[config.mk]
export PLATFORM = sky130hd
export DESIGN_NAME = nonpreemptive_sjf_scheduler_top
export DESIGN_NICKNAME = d
export VERILOG_FILES = /design/src/design/sjf_pkg.sv /design/src/design/sjf_ram.sv /design/src/design/sjf_ctrl.sv /design/src/design/sjf_dp.sv /design/src/design/nonpreemptive_sjf_scheduler_top.sv
export VERILOG_INCLUDE_DIRS = /design/src /design/src/design
export SDC_FILE = /design/constraint.sdc
export NUM_CORES = 2
export LEC_CHECK = 0
export BUFFER_PORTS_ARGS = -buffer_cell sky130_fd_sc_hd__buf_2
export CORE_ASPECT_RATIO = 1.25
export CORE_MARGIN = 3
export CORE_UTILIZATION = 45
export CTS_BUF_LIST = sky130_fd_sc_hd__clkbuf_8
export DETAILED_ROUTE_END_ITERATION = 6
export PLACE_DENSITY = 0.74
export SETUP_SLACK_MARGIN = 0.5
export SLEW_MARGIN = 40
export SYNTH_ARGS = -nofsm -noshare
export SYNTH_HDL_FRONTEND = slang
export SYNTH_SLANG_ARGS = --single-unit
[constraint.sdc]
create_clock -name clk -period 11.05 [get_ports clk]
set_clock_uncertainty 0.1 [all_clocks]
set_input_delay 1.6575 -clock clk [delete_from_list [all_inputs] [get_ports clk]]
set_output_delay 1.6575 -clock clk [all_outputs]
set_load 0.05 [all_outputs]
[src/design/assert_macros.svh]
// Assertion macros shared by the scheduler modules.
`ifndef ASSERT_MACROS_SVH
`define ASSERT_MACROS_SVH

// Check on every clock edge outside reset.
`define SJF_ASSERT(lbl, prop, msg) \
	lbl: assert property (@(posedge clk) disable iff (!arst_n) prop) else $error(msg);

// Check on every clock edge, reset included.
`define SJF_ASSERT_ALWAYS(lbl, prop, msg) \
	lbl: assert property (@(posedge clk) prop) else $error(msg);

`endif

[src/design/sjf_pkg.sv]
// Shared constants, types and helpers of the shortest-job-first scheduler.
package sjf_pkg;

	localparam int MAX_JOBS = 16;
	localparam int SLOT_W   = $clog2(MAX_JOBS);
	localparam int CNT_W    = $clog2(MAX_JOBS + 1);
	localparam int TIME_W   = 24;
	localparam int ARR_W    = 16;
	localparam int BURST_W  = 16;
	localparam int KIND_W   = 3;
	localparam int ENTRY_W  = ARR_W + 2 * BURST_W;

	localparam logic [TIME_W-1:0] TIME_MAX = {TIME_W{1'b1}};

	// Event codes of a result word
	typedef enum logic [KIND_W-1:0] {
		EV_LOAD_OK    = 3'd0,
		EV_TABLE_FULL = 3'd1,
		EV_RUNNING    = 3'd2,
		EV_TERMINATED = 3'd3,
		EV_STARTED    = 3'd4,
		EV_ALL_DONE   = 3'd5
	} event_kind_t;

	// Input command codes
	localparam logic CMD_LOAD = 1'b0;
	localparam logic CMD_TICK = 1'b1;

	// Controller to datapath commands
	typedef struct packed {
		logic cap_in;
		logic do_load;
		logic upd_busy;
		logic scan_init;
		logic scan_step;
		logic start_job;
		logic emit_done;
	} dp_cmd_t;

	// Datapath to controller status
	typedef struct packed {
		logic out_free;
		logic busy;
		logic pend_nz;
		logic pend_one;
		logic term;
		logic scan_last;
	} dp_stat_t;

	// Difference clamped at zero
	function automatic logic [TIME_W-1:0] sub_clamp(input logic [TIME_W-1:0] a,
		input logic [TIME_W-1:0] b);
		sub_clamp = (a > b) ? (a - b) : '0;
	endfunction

endpackage

[src/design/sjf_ram.sv]
// Generic single-write, single-read RAM with registered read data.
module sjf_ram #(
	parameter int WIDTH = 8,
	parameter int DEPTH = 16
) (
	input  logic                     clk,
	input  logic                     we,
	input  logic [$clog2(DEPTH)-1:0] waddr,
	input  logic [WIDTH-1:0]         wdata,
	input  logic [$clog2(DEPTH)-1:0] raddr,
	output logic [WIDTH-1:0]         rdata
);

	logic [WIDTH-1:0] mem_q [DEPTH];

	// Write port and registered read port
	always_ff @(posedge clk) begin
		if (we) begin
			mem_q[waddr] <= wdata;
		end
		rdata <= mem_q[raddr];
	end

endmodule

[src/design/sjf_ctrl.sv]
// Controller state machine of the scheduler: sequences loads, ticks and scans.
module sjf_ctrl (
	input  logic             clk,
	input  logic             arst_n,
	input  logic             in_valid,
	input  logic             cmd,
	output logic             in_ready,
	input  sjf_pkg::dp_stat_t stat,
	output sjf_pkg::dp_cmd_t  dcmd
);
	import sjf_pkg::*;

	`include "assert_macros.svh"

	typedef enum logic [7:0] {
		S_IDLE     = 8'b0000_0001,
		S_LOAD     = 8'b0000_0010,
		S_RD       = 8'b0000_0100,
		S_UPD      = 8'b0000_1000,
		S_SCAN     = 8'b0001_0000,
		S_SCAN_END = 8'b0010_0000,
		S_START    = 8'b0100_0000,
		S_DONE     = 8'b1000_0000
	} state_t;

	state_t state_q, state_d;

	assign in_ready = (state_q == S_IDLE);

	// Next state and datapath commands
	always_comb begin
		state_d = state_q;
		dcmd    = '0;
		case (state_q)
			S_IDLE: begin
				if (in_valid) begin
					dcmd.cap_in = 1'b1;
					state_d = (cmd == CMD_TICK) ? S_RD : S_LOAD;
				end
			end
			S_LOAD: begin
				if (stat.out_free) begin
					dcmd.do_load = 1'b1;
					state_d = S_IDLE;
				end
			end
			S_RD: begin
				if (stat.busy) begin
					state_d = S_UPD;
				end else if (!stat.pend_nz) begin
					state_d = S_DONE;
				end else begin
					dcmd.scan_init = 1'b1;
					state_d = S_SCAN;
				end
			end
			S_UPD: begin
				if (stat.out_free) begin
					dcmd.upd_busy = 1'b1;
					if (!stat.term) begin
						state_d = S_IDLE;
					end else if (stat.pend_one) begin
						state_d = S_DONE;
					end else begin
						dcmd.scan_init = 1'b1;
						state_d = S_SCAN;
					end
				end
			end
			S_SCAN: begin
				dcmd.scan_step = 1'b1;
				if (stat.scan_last) begin
					state_d = S_SCAN_END;
				end
			end
			S_SCAN_END: begin
				state_d = S_START;
			end
			S_START: begin
				if (stat.out_free) begin
					dcmd.start_job = 1'b1;
					state_d = S_IDLE;
				end
			end
			S_DONE: begin
				if (stat.out_free) begin
					dcmd.emit_done = 1'b1;
					state_d = S_IDLE;
				end
			end
			default: begin
				state_d = S_IDLE;
			end
		endcase
	end

	// State register
	always_ff @(posedge clk or negedge arst_n) begin
		if (!arst_n) begin
			state_q <= S_IDLE;
		end else begin
			state_q <= state_d;
		end
	end

	`SJF_ASSERT(a_scan_end_after_scan, (state_q == S_SCAN_END) |-> ($past(state_q) == S_SCAN), "scan end not preceded by scan")
	`SJF_ASSERT(a_start_after_scan, (state_q == S_START) |-> ($past(state_q) == S_SCAN_END || $past(state_q) == S_START), "start without a finished scan")
	`SJF_ASSERT(a_scan_needs_pending, (state_q == S_SCAN) |-> stat.pend_nz, "scan with no pending job")

endmodule

[src/design/sjf_dp.sv]
// Datapath of the scheduler: job table, time, scan trackers and result word.
module sjf_dp (
	input  logic                          clk,
	input  logic                          arst_n,
	input  sjf_pkg::dp_cmd_t              dcmd,
	output sjf_pkg::dp_stat_t             stat,
	input  logic                          cmd,
	input  logic [sjf_pkg::ARR_W-1:0]     arrival_time,
	input  logic [sjf_pkg::BURST_W-1:0]   burst_time,
	output logic                          out_valid,
	input  logic                          out_ready,
	output logic [sjf_pkg::KIND_W-1:0]    event_kind,
	output logic [sjf_pkg::SLOT_W-1:0]    job_slot,
	output logic [sjf_pkg::TIME_W-1:0]    current_time,
	output logic [sjf_pkg::BURST_W-1:0]   remaining_burst,
	output logic [sjf_pkg::TIME_W-1:0]    completion_time,
	output logic [sjf_pkg::TIME_W-1:0]    turnaround_time,
	output logic [sjf_pkg::TIME_W-1:0]    waiting_time,
	output logic [sjf_pkg::TIME_W-1:0]    response_time,
	output logic                          last_result
);
	import sjf_pkg::*;

	`include "assert_macros.svh"

	// Control state
	logic [CNT_W-1:0]  count_q, pend_q;
	logic [TIME_W-1:0] time_q;
	logic              busy_q;
	logic [SLOT_W-1:0] busy_slot_q;
	logic [SLOT_W-1:0] idx_q;
	logic              rd_vld_s1;
	logic [SLOT_W-1:0] idx_s1;
	logic              out_valid_q;

	// Captured input payload
	logic [ARR_W-1:0]   at_q;
	logic [BURST_W-1:0] bt_q;

	// Scan trackers: best arrived job and earliest pending job
	logic               a_found_q, e_found_q;
	logic [SLOT_W-1:0]  a_slot_q, e_slot_q;
	logic [BURST_W-1:0] a_left_q, e_left_q;
	logic [ARR_W-1:0]   a_arr_q, e_arr_q;

	// Result word
	event_kind_t        kind_q;
	logic [SLOT_W-1:0]  slot_q;
	logic [TIME_W-1:0]  ctime_q, comp_q, tat_q, wt_q, rt_q;
	logic [BURST_W-1:0] rem_q;
	logic               last_q;

	// Table port
	logic               we;
	logic [SLOT_W-1:0]  waddr, raddr;
	logic [ENTRY_W-1:0] wdata, rdata;
	logic [ARR_W-1:0]   rd_arr;
	logic [BURST_W-1:0] rd_total, rd_left, new_left;
	logic [TIME_W-1:0]  tat, wt;
	logic               full, out_free, cand, a_take, e_take;
	logic               sel_a;
	logic [SLOT_W-1:0]  pick_slot;
	logic [BURST_W-1:0] pick_left;
	logic [TIME_W-1:0]  pick_time, pick_rt;

	assign rd_arr   = rdata[ENTRY_W-1 -: ARR_W];
	assign rd_total = rdata[2*BURST_W-1 -: BURST_W];
	assign rd_left  = rdata[BURST_W-1:0];
	assign new_left = rd_left - 1'b1;
	assign tat      = sub_clamp(time_q, TIME_W'(rd_arr));
	assign wt       = sub_clamp(tat, TIME_W'(rd_total));
	assign full     = (count_q == CNT_W'(MAX_JOBS));
	assign out_free = !out_valid_q || out_ready;

	// Pick the table address for each access
	always_comb begin
		we    = 1'b0;
		waddr = busy_slot_q;
		wdata = {rd_arr, rd_total, new_left};
		if (dcmd.do_load && !full) begin
			we    = 1'b1;
			waddr = count_q[SLOT_W-1:0];
			wdata = {at_q, bt_q, bt_q};
		end else if (dcmd.upd_busy) begin
			we = 1'b1;
		end
	end
	assign raddr = dcmd.scan_step ? idx_q : busy_slot_q;

	sjf_ram #(
		.WIDTH(ENTRY_W),
		.DEPTH(MAX_JOBS)
	) u_table (
		.clk  (clk),
		.we   (we),
		.waddr(waddr),
		.wdata(wdata),
		.raddr(raddr),
		.rdata(rdata)
	);

	// Compare scanned entry against both trackers
	assign cand   = rd_vld_s1 && (rd_left != '0);
	assign a_take = cand && (TIME_W'(rd_arr) <= time_q) && (!a_found_q || rd_left < a_left_q);
	assign e_take = cand && (!e_found_q || rd_arr < e_arr_q ||
		(rd_arr == e_arr_q && rd_left < e_left_q));

	// Chosen job at start
	assign sel_a     = a_found_q;
	assign pick_slot = sel_a ? a_slot_q : e_slot_q;
	assign pick_left = sel_a ? a_left_q : e_left_q;
	assign pick_time = sel_a ? time_q : TIME_W'(e_arr_q);
	assign pick_rt   = sel_a ? sub_clamp(time_q, TIME_W'(a_arr_q)) : '0;

	// Capture input payload
	always_ff @(posedge clk) begin
		if (dcmd.cap_in) begin
			at_q <= arrival_time;
			bt_q <= burst_time;
		end
	end

	// Scheduler state: count, pending jobs, time, running job
	always_ff @(posedge clk or negedge arst_n) begin
		if (!arst_n) begin
			count_q     <= '0;
			pend_q      <= '0;
			time_q      <= '0;
			busy_q      <= 1'b0;
			busy_slot_q <= '0;
		end else begin
			if (dcmd.cap_in && cmd == CMD_TICK && time_q != TIME_MAX) begin
				time_q <= time_q + 1'b1;
			end
			if (dcmd.do_load && !full) begin
				count_q <= count_q + 1'b1;
				if (bt_q != '0) begin
					pend_q <= pend_q + 1'b1;
				end
			end
			if (dcmd.upd_busy && rd_left == BURST_W'(1)) begin
				pend_q <= pend_q - 1'b1;
				busy_q <= 1'b0;
			end
			if (dcmd.start_job) begin
				busy_q      <= 1'b1;
				busy_slot_q <= pick_slot;
				time_q      <= pick_time;
			end
		end
	end

	// Scan address counter, read tag and tracker found flags
	always_ff @(posedge clk or negedge arst_n) begin
		if (!arst_n) begin
			idx_q     <= '0;
			rd_vld_s1 <= 1'b0;
			a_found_q <= 1'b0;
			e_found_q <= 1'b0;
		end else begin
			rd_vld_s1 <= dcmd.scan_step;
			if (dcmd.scan_init) begin
				idx_q     <= '0;
				a_found_q <= 1'b0;
				e_found_q <= 1'b0;
			end else begin
				if (dcmd.scan_step) begin
					idx_q <= idx_q + 1'b1;
				end
				if (a_take) begin
					a_found_q <= 1'b1;
				end
				if (e_take) begin
					e_found_q <= 1'b1;
				end
			end
		end
	end

	// Tracker payload
	always_ff @(posedge clk) begin
		idx_s1 <= idx_q;
		if (a_take) begin
			a_slot_q <= idx_s1;
			a_left_q <= rd_left;
			a_arr_q  <= rd_arr;
		end
		if (e_take) begin
			e_slot_q <= idx_s1;
			e_left_q <= rd_left;
			e_arr_q  <= rd_arr;
		end
	end

	// Output word valid
	always_ff @(posedge clk or negedge arst_n) begin
		if (!arst_n) begin
			out_valid_q <= 1'b0;
		end else if (dcmd.do_load || dcmd.upd_busy || dcmd.start_job || dcmd.emit_done) begin
			out_valid_q <= 1'b1;
		end else if (out_ready) begin
			out_valid_q <= 1'b0;
		end
	end

	// Build the output word
	always_ff @(posedge clk) begin
		if (dcmd.do_load || dcmd.upd_busy || dcmd.start_job || dcmd.emit_done) begin
			kind_q  <= EV_ALL_DONE;
			slot_q  <= '0;
			ctime_q <= time_q;
			rem_q   <= '0;
			comp_q  <= '0;
			tat_q   <= '0;
			wt_q    <= '0;
			rt_q    <= '0;
			last_q  <= 1'b1;
			if (dcmd.do_load) begin
				if (full) begin
					kind_q <= EV_TABLE_FULL;
				end else begin
					kind_q <= EV_LOAD_OK;
					slot_q <= count_q[SLOT_W-1:0];
					rem_q  <= bt_q;
				end
			end else if (dcmd.upd_busy) begin
				slot_q <= busy_slot_q;
				if (rd_left == BURST_W'(1)) begin
					kind_q <= EV_TERMINATED;
					comp_q <= time_q;
					tat_q  <= tat;
					wt_q   <= wt;
					last_q <= 1'b0;
				end else begin
					kind_q <= EV_RUNNING;
					rem_q  <= new_left;
				end
			end else if (dcmd.start_job) begin
				kind_q  <= EV_STARTED;
				slot_q  <= pick_slot;
				rem_q   <= pick_left;
				ctime_q <= pick_time;
				rt_q    <= pick_rt;
			end
		end
	end

	assign stat.out_free  = out_free;
	assign stat.busy      = busy_q;
	assign stat.pend_nz   = (pend_q != '0);
	assign stat.pend_one  = (pend_q == CNT_W'(1));
	assign stat.term      = (rd_left == BURST_W'(1));
	assign stat.scan_last = (CNT_W'(idx_q) == count_q - 1'b1);

	assign out_valid       = out_valid_q;
	assign event_kind      = kind_q;
	assign job_slot        = slot_q;
	assign current_time    = ctime_q;
	assign remaining_burst = rem_q;
	assign completion_time = comp_q;
	assign turnaround_time = tat_q;
	assign waiting_time    = wt_q;
	assign response_time   = rt_q;
	assign last_result     = last_q;

	`SJF_ASSERT_ALWAYS(a_busy_has_pending, busy_q |-> (pend_q != '0), "running job but no pending job")
	`SJF_ASSERT_ALWAYS(a_pend_le_count, pend_q <= count_q, "more pending jobs than loaded")
	`SJF_ASSERT(a_term_clears_busy, (dcmd.upd_busy && rd_left == BURST_W'(1)) |=> !busy_q, "terminated job still marked running")
	`SJF_ASSERT(a_start_has_pick, dcmd.start_job |-> (a_found_q || e_found_q), "start without a candidate")

endmodule

[src/design/nonpreemptive_sjf_scheduler_top.sv]
// Flow: a load is captured, then written to the table and its result registered once the output word is free;
// a tick on a running job is captured, the job's entry read, then updated and its result registered. A tick that
// starts a job scans the table through one read port, after an update step when the running job ends on that tick.
// One item is worked at a time; the next is taken as soon as the last result is in the output register.
// Reset (arst_n low, asynchronous) empties the table, clears time and leaves no job running.
module nonpreemptive_sjf_scheduler_top (
	input  logic                          clk,
	input  logic                          arst_n,
	input  logic                          in_valid,
	output logic                          in_ready,
	input  logic                          cmd,
	input  logic [sjf_pkg::ARR_W-1:0]     arrival_time,
	input  logic [sjf_pkg::BURST_W-1:0]   burst_time,
	output logic                          out_valid,
	input  logic                          out_ready,
	output logic [sjf_pkg::KIND_W-1:0]    event_kind,
	output logic [sjf_pkg::SLOT_W-1:0]    job_slot,
	output logic [sjf_pkg::TIME_W-1:0]    current_time,
	output logic [sjf_pkg::BURST_W-1:0]   remaining_burst,
	output logic [sjf_pkg::TIME_W-1:0]    completion_time,
	output logic [sjf_pkg::TIME_W-1:0]    turnaround_time,
	output logic [sjf_pkg::TIME_W-1:0]    waiting_time,
	output logic [sjf_pkg::TIME_W-1:0]    response_time,
	output logic                          last_result
);
	import sjf_pkg::*;

	dp_cmd_t  dcmd;
	dp_stat_t stat;

	// Sequence each word
	sjf_ctrl u_ctrl (
		.clk     (clk),
		.arst_n  (arst_n),
		.in_valid(in_valid),
		.cmd     (cmd),
		.in_ready(in_ready),
		.stat    (stat),
		.dcmd    (dcmd)
	);

	// Table, time and result word
	sjf_dp u_dp (
		.clk            (clk),
		.arst_n         (arst_n),
		.dcmd           (dcmd),
		.stat           (stat),
		.cmd            (cmd),
		.arrival_time   (arrival_time),
		.burst_time     (burst_time),
		.out_valid      (out_valid),
		.out_ready      (out_ready),
		.event_kind     (event_kind),
		.job_slot       (job_slot),
		.current_time   (current_time),
		.remaining_burst(remaining_burst),
		.completion_time(completion_time),
		.turnaround_time(turnaround_time),
		.waiting_time   (waiting_time),
		.response_time  (response_time),
		.last_result    (last_result)
	);

endmodule

# --- Word level (Yosys, flattened, before mapping) ---
# Memories as Yosys holds them, arrays and structs flattened. A register that Yosys moved wholly into a read port is not among the register bits.
# Cells that the tools add are included.
classes:
  n_lt_le_gt_ge: 7
  mux: 68
  reduce_logical: 38
  n_eq_ne: 18
  addsub: 10
  bitwise_logic: 6
ops:
  columns: ["operator", "count"]
  rows:
  - ["24-bit 2-to-1 mux", 7]
  - ["16-bit 2-to-1 mux", 6]
  - ["24-bit by 16-bit > comparator with 1-bit output", 3]
  - ["24-bit by 16-bit subtractor with 24-bit output", 3]
  - ["8-bit 2-to-1 mux", 8]
  - ["16-bit < comparator", 3]
  - ["48-bit 2-to-1 mux", 1]
  - ["8-bit case mux with 6 select lines", 1]
  - ["4-bit 2-to-1 mux", 9]
  - ["16-bit nonzero test", 2]
  - ["1-bit 2-to-1 mux", 28]
  - ["24-bit by 1-bit adder with 24-bit output, second input constant", 1]
  - ["16-bit by 24-bit less-or-equal comparator with 1-bit output", 1]
  - ["24-bit inequality test, second input constant", 1]
  - ["16-bit by 1-bit == test with 1-bit output, second input constant", 1]
  - ["16-bit == test", 1]
  - ["2-bit nonzero test", 8]
  - ["16-bit by 1-bit subtractor with 16-bit output, second input constant", 1]
  - ["5-bit 2-to-1 mux", 3]
  - ["5-bit by 1-bit adder with 5-bit output, second input constant", 2]
  - ["5-bit by 1-bit subtractor with 5-bit output, second input constant", 2]
  - ["1-bit logical AND", 9]
  - ["3-bit 2-to-1 mux", 3]
  - ["8-bit by 1-bit == test with 1-bit output, second input constant", 1]
  - ["other kinds (25)", 42]
totals:
  elab_cells: 177
  mem_count: 1
  ramBits: 768
  ff_bits: 307
  output_inout_bits: 146
  input_bits: 37
memory_table:
  columns: ["memory", "depth", "width", "read_ports", "rd_ports_with_merged_regs", "write_ports", "line", "rtl"]
  rows:
  - ["u_dp.u_table.mem_q", 16, 48, 1, 1, 1, "sjf_ram.sv:14", "logic [WIDTH-1:0] mem_q [DEPTH];"]

# --- Depth between registers and ports, before layout ---
depth:
  depth_word: 9
  ltp_mapped: 22
  depth_no_buf: 21

# --- By module ---
# Synthesis repeated with hierarchy kept, for this count alone.
unflattened:
  hier_cells: 2866
  hier_area_um2: 46945.0
modules_own_cells:
  columns: ["module", "seq_area_each_um2", "area_each_um2", "cells_each", "instances"]
  rows:
  - ["sjf_ram", 24023.0, 29691.0, 1242, 1]
  - ["sjf_dp", 8703.3, 16686.0, 1560, 1]
  - ["sjf_ctrl", 201.4, 568.0, 64, 1]

# --- Worst setup path before layout ---
# OpenSTA, ideal clock, no wires.
synth_path:
  path_type: "input to register"
  from: "in out_ready"
  to: "reg u_dp.comp_q[0], in the netlist u_dp.completion_time[0], enable pin"
  setup_time_ps: 846
  arrival_time_ps: 11781
  path_slack_ps: -1677
  stages: 2
  path_buffers: 0
  required_time_ps: 10104
  path_cell_list: "nor2b_1 > o21ai_0"
synth_via:
  elab_chain_cells: 6
  elab_cells_between_ends: 10
  classes_between: "6 x mux; 4 x reduce/logical"
synth_lines:
  columns: ["element", "line", "rtl"]
  rows:
  - ["start, declared", "nonpreemptive_sjf_scheduler_top.sv:15", "input logic out_ready,"]
  - ["1-bit logical OR (*)", "sjf_dp.sv:73", "assign out_free = !out_valid_q || out_ready;"]
  - ["1-bit 2-to-1 mux or 2-bit 2-to-1 mux (tied branches)", null, null]
  - ["1-bit 2-to-1 mux", "sjf_ctrl.sv:34", "case (state_q)"]
  - ["1-bit logical OR (2 in series)", "sjf_dp.sv:208", "if (dcmd.do_load || dcmd.upd_busy || dcmd.start_job || dcmd.emit_done) begin"]
  - ["1-bit logical OR (*)", "sjf_dp.sv:208", null]
  - ["end signal, assigned", "sjf_dp.sv:230", "comp_q <= time_q;"]
  - ["end, declared", "sjf_dp.sv:49", "logic [TIME_W-1:0] ctime_q, comp_q, tat_q, wt_q, rt_q;"]
# Every way passes the cells marked *; elsewhere a longest branch is shown, timed or not.
# A chain may end at the register's enable or synchronous reset.

# --- Worst setup path in the final report ---
layout_path:
  from: "reg u_dp.time_q[0]"
  to: "reg u_dp.wt_q[9], in the netlist u_dp.waiting_time[9] (data pin)"
layout_via:
  elab_chain_cells: 5
  elab_cells_between_ends: 7
  classes_between: "2 x add/sub; 2 x order compare; 1 x mux; 1 x bitwise; 1 x reduce/logical"
layout_lines:
  columns: ["element", "line", "rtl"]
  rows:
  - ["start, declared", "sjf_dp.sv:28", "logic [TIME_W-1:0] time_q;"]
  - ["start signal, assigned", "sjf_dp.sv:133", "time_q <= time_q + 1'b1;"]
  - ["start signal, assigned", "sjf_dp.sv:148", "time_q <= pick_time;"]
  - ["24-bit by 16-bit subtractor with 24-bit output or 24-bit by 16-bit > comparator with 1-bit output (tied branches)", "sjf_pkg.sv:53", "sub_clamp = (a > b) ? (a - b) : '0;"]
  - ["24-bit 2-to-1 mux (*)", "sjf_pkg.sv:53", null]
  - ["24-bit by 16-bit > comparator with 1-bit output", "sjf_pkg.sv:53", null]
  - ["1-bit inverter (no line)", null, null]
  - ["4-bit OR reduction (no line)", null, null]
  - ["end signal, assigned", "sjf_dp.sv:232", "wt_q <= wt;"]
  - ["end, declared", "sjf_dp.sv:49", null]
# Marked as above.

==> out/metrics.cfg <==
[yosys]
ys_seq_area_frac=0.6954
synth_top_area_frac=0.6443
synth_cells=2973
syn_area_per_cell_sq_um=15.93
synth_ff_type=edfxtp_1
synth.area.top_cells=edfxtp_1 64%, mux4_2 9.1%, dfrtp_1 2.9%
synth_fa_ha_area_frac=0.02848
ys_ff_latch=1123
synth-xor-area-share=0.01350
ys_types=82
synth.area.mux_share=0.1009
yosys_warnings=0
async_flop_share=0.04898
syn-cell-area_sq_um=47350
synth_top_family_by_area=multiplexers
synth_area_leader_cell=edfxtp_1
synth-edff-count=1016
synth-compound-area-share=0.06550
synth-simple-area-share=0.07316
synthesis.nets=3116

[clocking]
cts_resized=0
clock_latency_ns=0.85
cts_made_buffers=157
post_cts_buffers=0
ctsHoldBuffers=0
root_buffer=clkbuf_8
htreeDepth=4
cts_max_path_buffers=3
cts.sinks=1123
cts_tree=done
clk_pin_slew_worst_paths_ns=0.07

[layout]
drive_gt1_frac=0.2274
nNetsFinal=3409
multi_input_area_sq_um=13630
area_growth_pct=13.11
fillers=8293
final_util=0.5148
regArea_sq_um=32930
stdcell_count=4736
fin_area_sq_um=53560

[timing]
fin_crit_sh=0.5426
fin_ws_ns=5.054
tns_ns=0
drv_slew=0
hold_viol=0
setup_viol=0
max_freq_mhz=166.8
rsz0062_at_grt=no
tightest_slew_ns=0.9024
relSlewSlack=0.3970
fin_crit_ns=5.996

[floorplanning]
die_x_um=296.1
initial_utilization=0.4551
dieArea_sq_um=109200
rows=132
ioPinCount=183
die_h_um=368.7
fp.coreArea_sq_um=104100

[placement]
detailedPlacementHpwl_mm=72.29
port-buffer-count=182
placed_area_sq_um=50330
dp_cells=4442
place_ws_ns=5.021
gp_congestion=0.9298

[setup_path]
end_kind=flip-flop
startpoint_type=flip-flop
required_ns=11.52
cp.arrival_ns=6.47
critPathKind=flip-flop to flip-flop
crit_buf_inv=3
crit_slowest_cell=nand2b_1
critPathMaxStageDelay_ns=0.53
worstPathMaxFanout=23
path_cells=inv_1, ha_1, inv_1, fa_1, a211oi_1, o211ai_1, a41oi_1, a21boi_0, nand2b_1, nand2b_1, ha_1, fa_1, nor2b_1, o21a_1, nor2_1, o211a_1, nor3_1, a21o_1, a21o_1, o31ai_4, buf_4, nor4_1
crit_family=compound AO/OA/AOI/OAI gates

[global_route]
grt_max_degree=90
antenna_found_initial=2
grt_first_pass_wirelength_mm=176.7
grt-ovfl-total=0
track_usage=0.2181
grt_pass1_vias=28020

[min_path]
holdCritPathClass=flip-flop to flip-flop

[detailed_routing]
drtIter0Drc=2640
routed_wl_mm=118.5
drt-pass1-iter-count=5
ant_nets=0
vias=27880
detail_route.wl_per_cell_um=25.02
post-route-drc-count=0
vias_per_cell=5.887

[status]
status=finished clean

[run]
maxCapViolations=0

[pwr]
p_leak_nw=19.10
peakVddDrop_v=0.0001472
powerDensity_nw_per_um2=226.8

report_power, final:
part	internal [mW]	switching (mW)	total [mW]
logic	1.02	2.08	3.09
clock network	1.63	1.56	3.20
registers	5.57	0.293	5.86
path summary, 6_finish.rpt:
kind / startpoint / depth (start not counted) / endpoint / slack [ns]
setup / recovery: u_dp.time_q[0]$_DFFE_PN0P_ / 22 / u_dp.waiting_time[9]$_SDFFCE_PP0P_ / 5.05
hold / removal: u_dp.idx_s1[2]$_DFF_P_ / 0 / u_dp.a_slot_q[2]$_DFFE_PP_ / 0.31
setup reg to reg: u_dp.time_q[0]$_DFFE_PN0P_ / 22 / u_dp.waiting_time[9]$_SDFFCE_PP0P_ / 5.05
hold reg to reg: u_dp.idx_s1[2]$_DFF_P_ / 0 / u_dp.a_slot_q[2]$_DFFE_PP_ / 0.31
max in group asynchronous: arst_n / 2 / u_dp.a_found_q$_DFFE_PN0P_ / 9.58
min in group asynchronous: arst_n / 2 / u_dp.time_q[8]$_DFFE_PN0P_ / 0.79
cells in the mapped netlist, types with 35 or more instances:
cell type     n
mux4_2      192
and2_1       84
a21oi_1      85
nor2_1      128
dfrtp_1      54
nand2_1     233
a31oi_1      62
ha_1        103
nand3_1      35
inv_1       120
o21ai_0      98
edfxtp_1   1016
clkbuf_1     98
xnor2_1      49
a211oi_1     63
dfxtp_1      52
nor3_1       52
stage by stage:
step	hold slack (ns)	power, mW
floorplan	0.2454	7.889
global placement	0.3050	8.917
detailed placement	0.3185	9.001
CTS	0.3226	12.18
global route	0.3342	12.68
finish	0.3126	12.15
sequential cells by signal, summed over array words and instances, names as in the netlist, 24 cells and up:
signal                count
u_dp.completion_time     24
u_dp.turnaround_time     24
u_dp.u_table.mem_q      768
u_dp.waiting_time        24
u_dp.time_q              24
u_dp.u_table.rdata       48
u_dp.response_time       24
u_dp.current_time        24
placed cells by master, fill, tap and decap left out, types with 29 or more instances in the layout:
cell / synthesis / routed
nand2_1: 233 / 231
dfrtp_1: 54 / 53
ha_1: 103 / 103
a211oi_1: 63 / 63
buf_2: 24 / 185
xnor2_1: 49 / 49
clkbuf_8: 0 / 168
a21o_1: 29 / 29
nor3_1: 52 / 52
inv_1: 120 / 160
mux4_2: 192 / 192
dfxtp_1: 52 / 52
edfxtp_1: 1016 / 1016
buf_4: 12 / 73
a31oi_1: 62 / 60
clkinv_1: 0 / 30
o21ai_0: 98 / 94
nand3_1: 35 / 35
and2_1: 84 / 83
a21oi_1: 85 / 69
nor2_1: 128 / 111
layout make-up:
type,instances,area share
antenna,1,0.00004672
clock buffer,168,0.04317
clock inverter,120,0.01486
inverter,121,0.008526
multi-input combinational,1586,0.2545
sequential,1123,0.6148
tap,1340,0.03130
timing repair buffer,277,0.03282
routing by layer:
| metal | GRT usage | vias to the layer above | routed length (um) |
|---|---|---|---|
| met2 | 0.3638 | 1336 | 59430 |
| met5 | 0 | - | 0 |
| met1 | 0.2785 | 14080 | 44450 |
| met3 | 0.03827 | 271 | 9105 |
| met4 | 0.1003 | 0 | 5499 |
| li1 | - | 12200 | - |
logic make-up after synthesis:
logic type	count (synthesis)
xor gates and xnor gates	73
DFF	1123
buffers and inverters	264
AOI/OAI and AO/OA	469
adders and majority gates	106
and+or+nand+nor	703
muxes	235
Note: power is estimated with default switching activity, not from simulation.
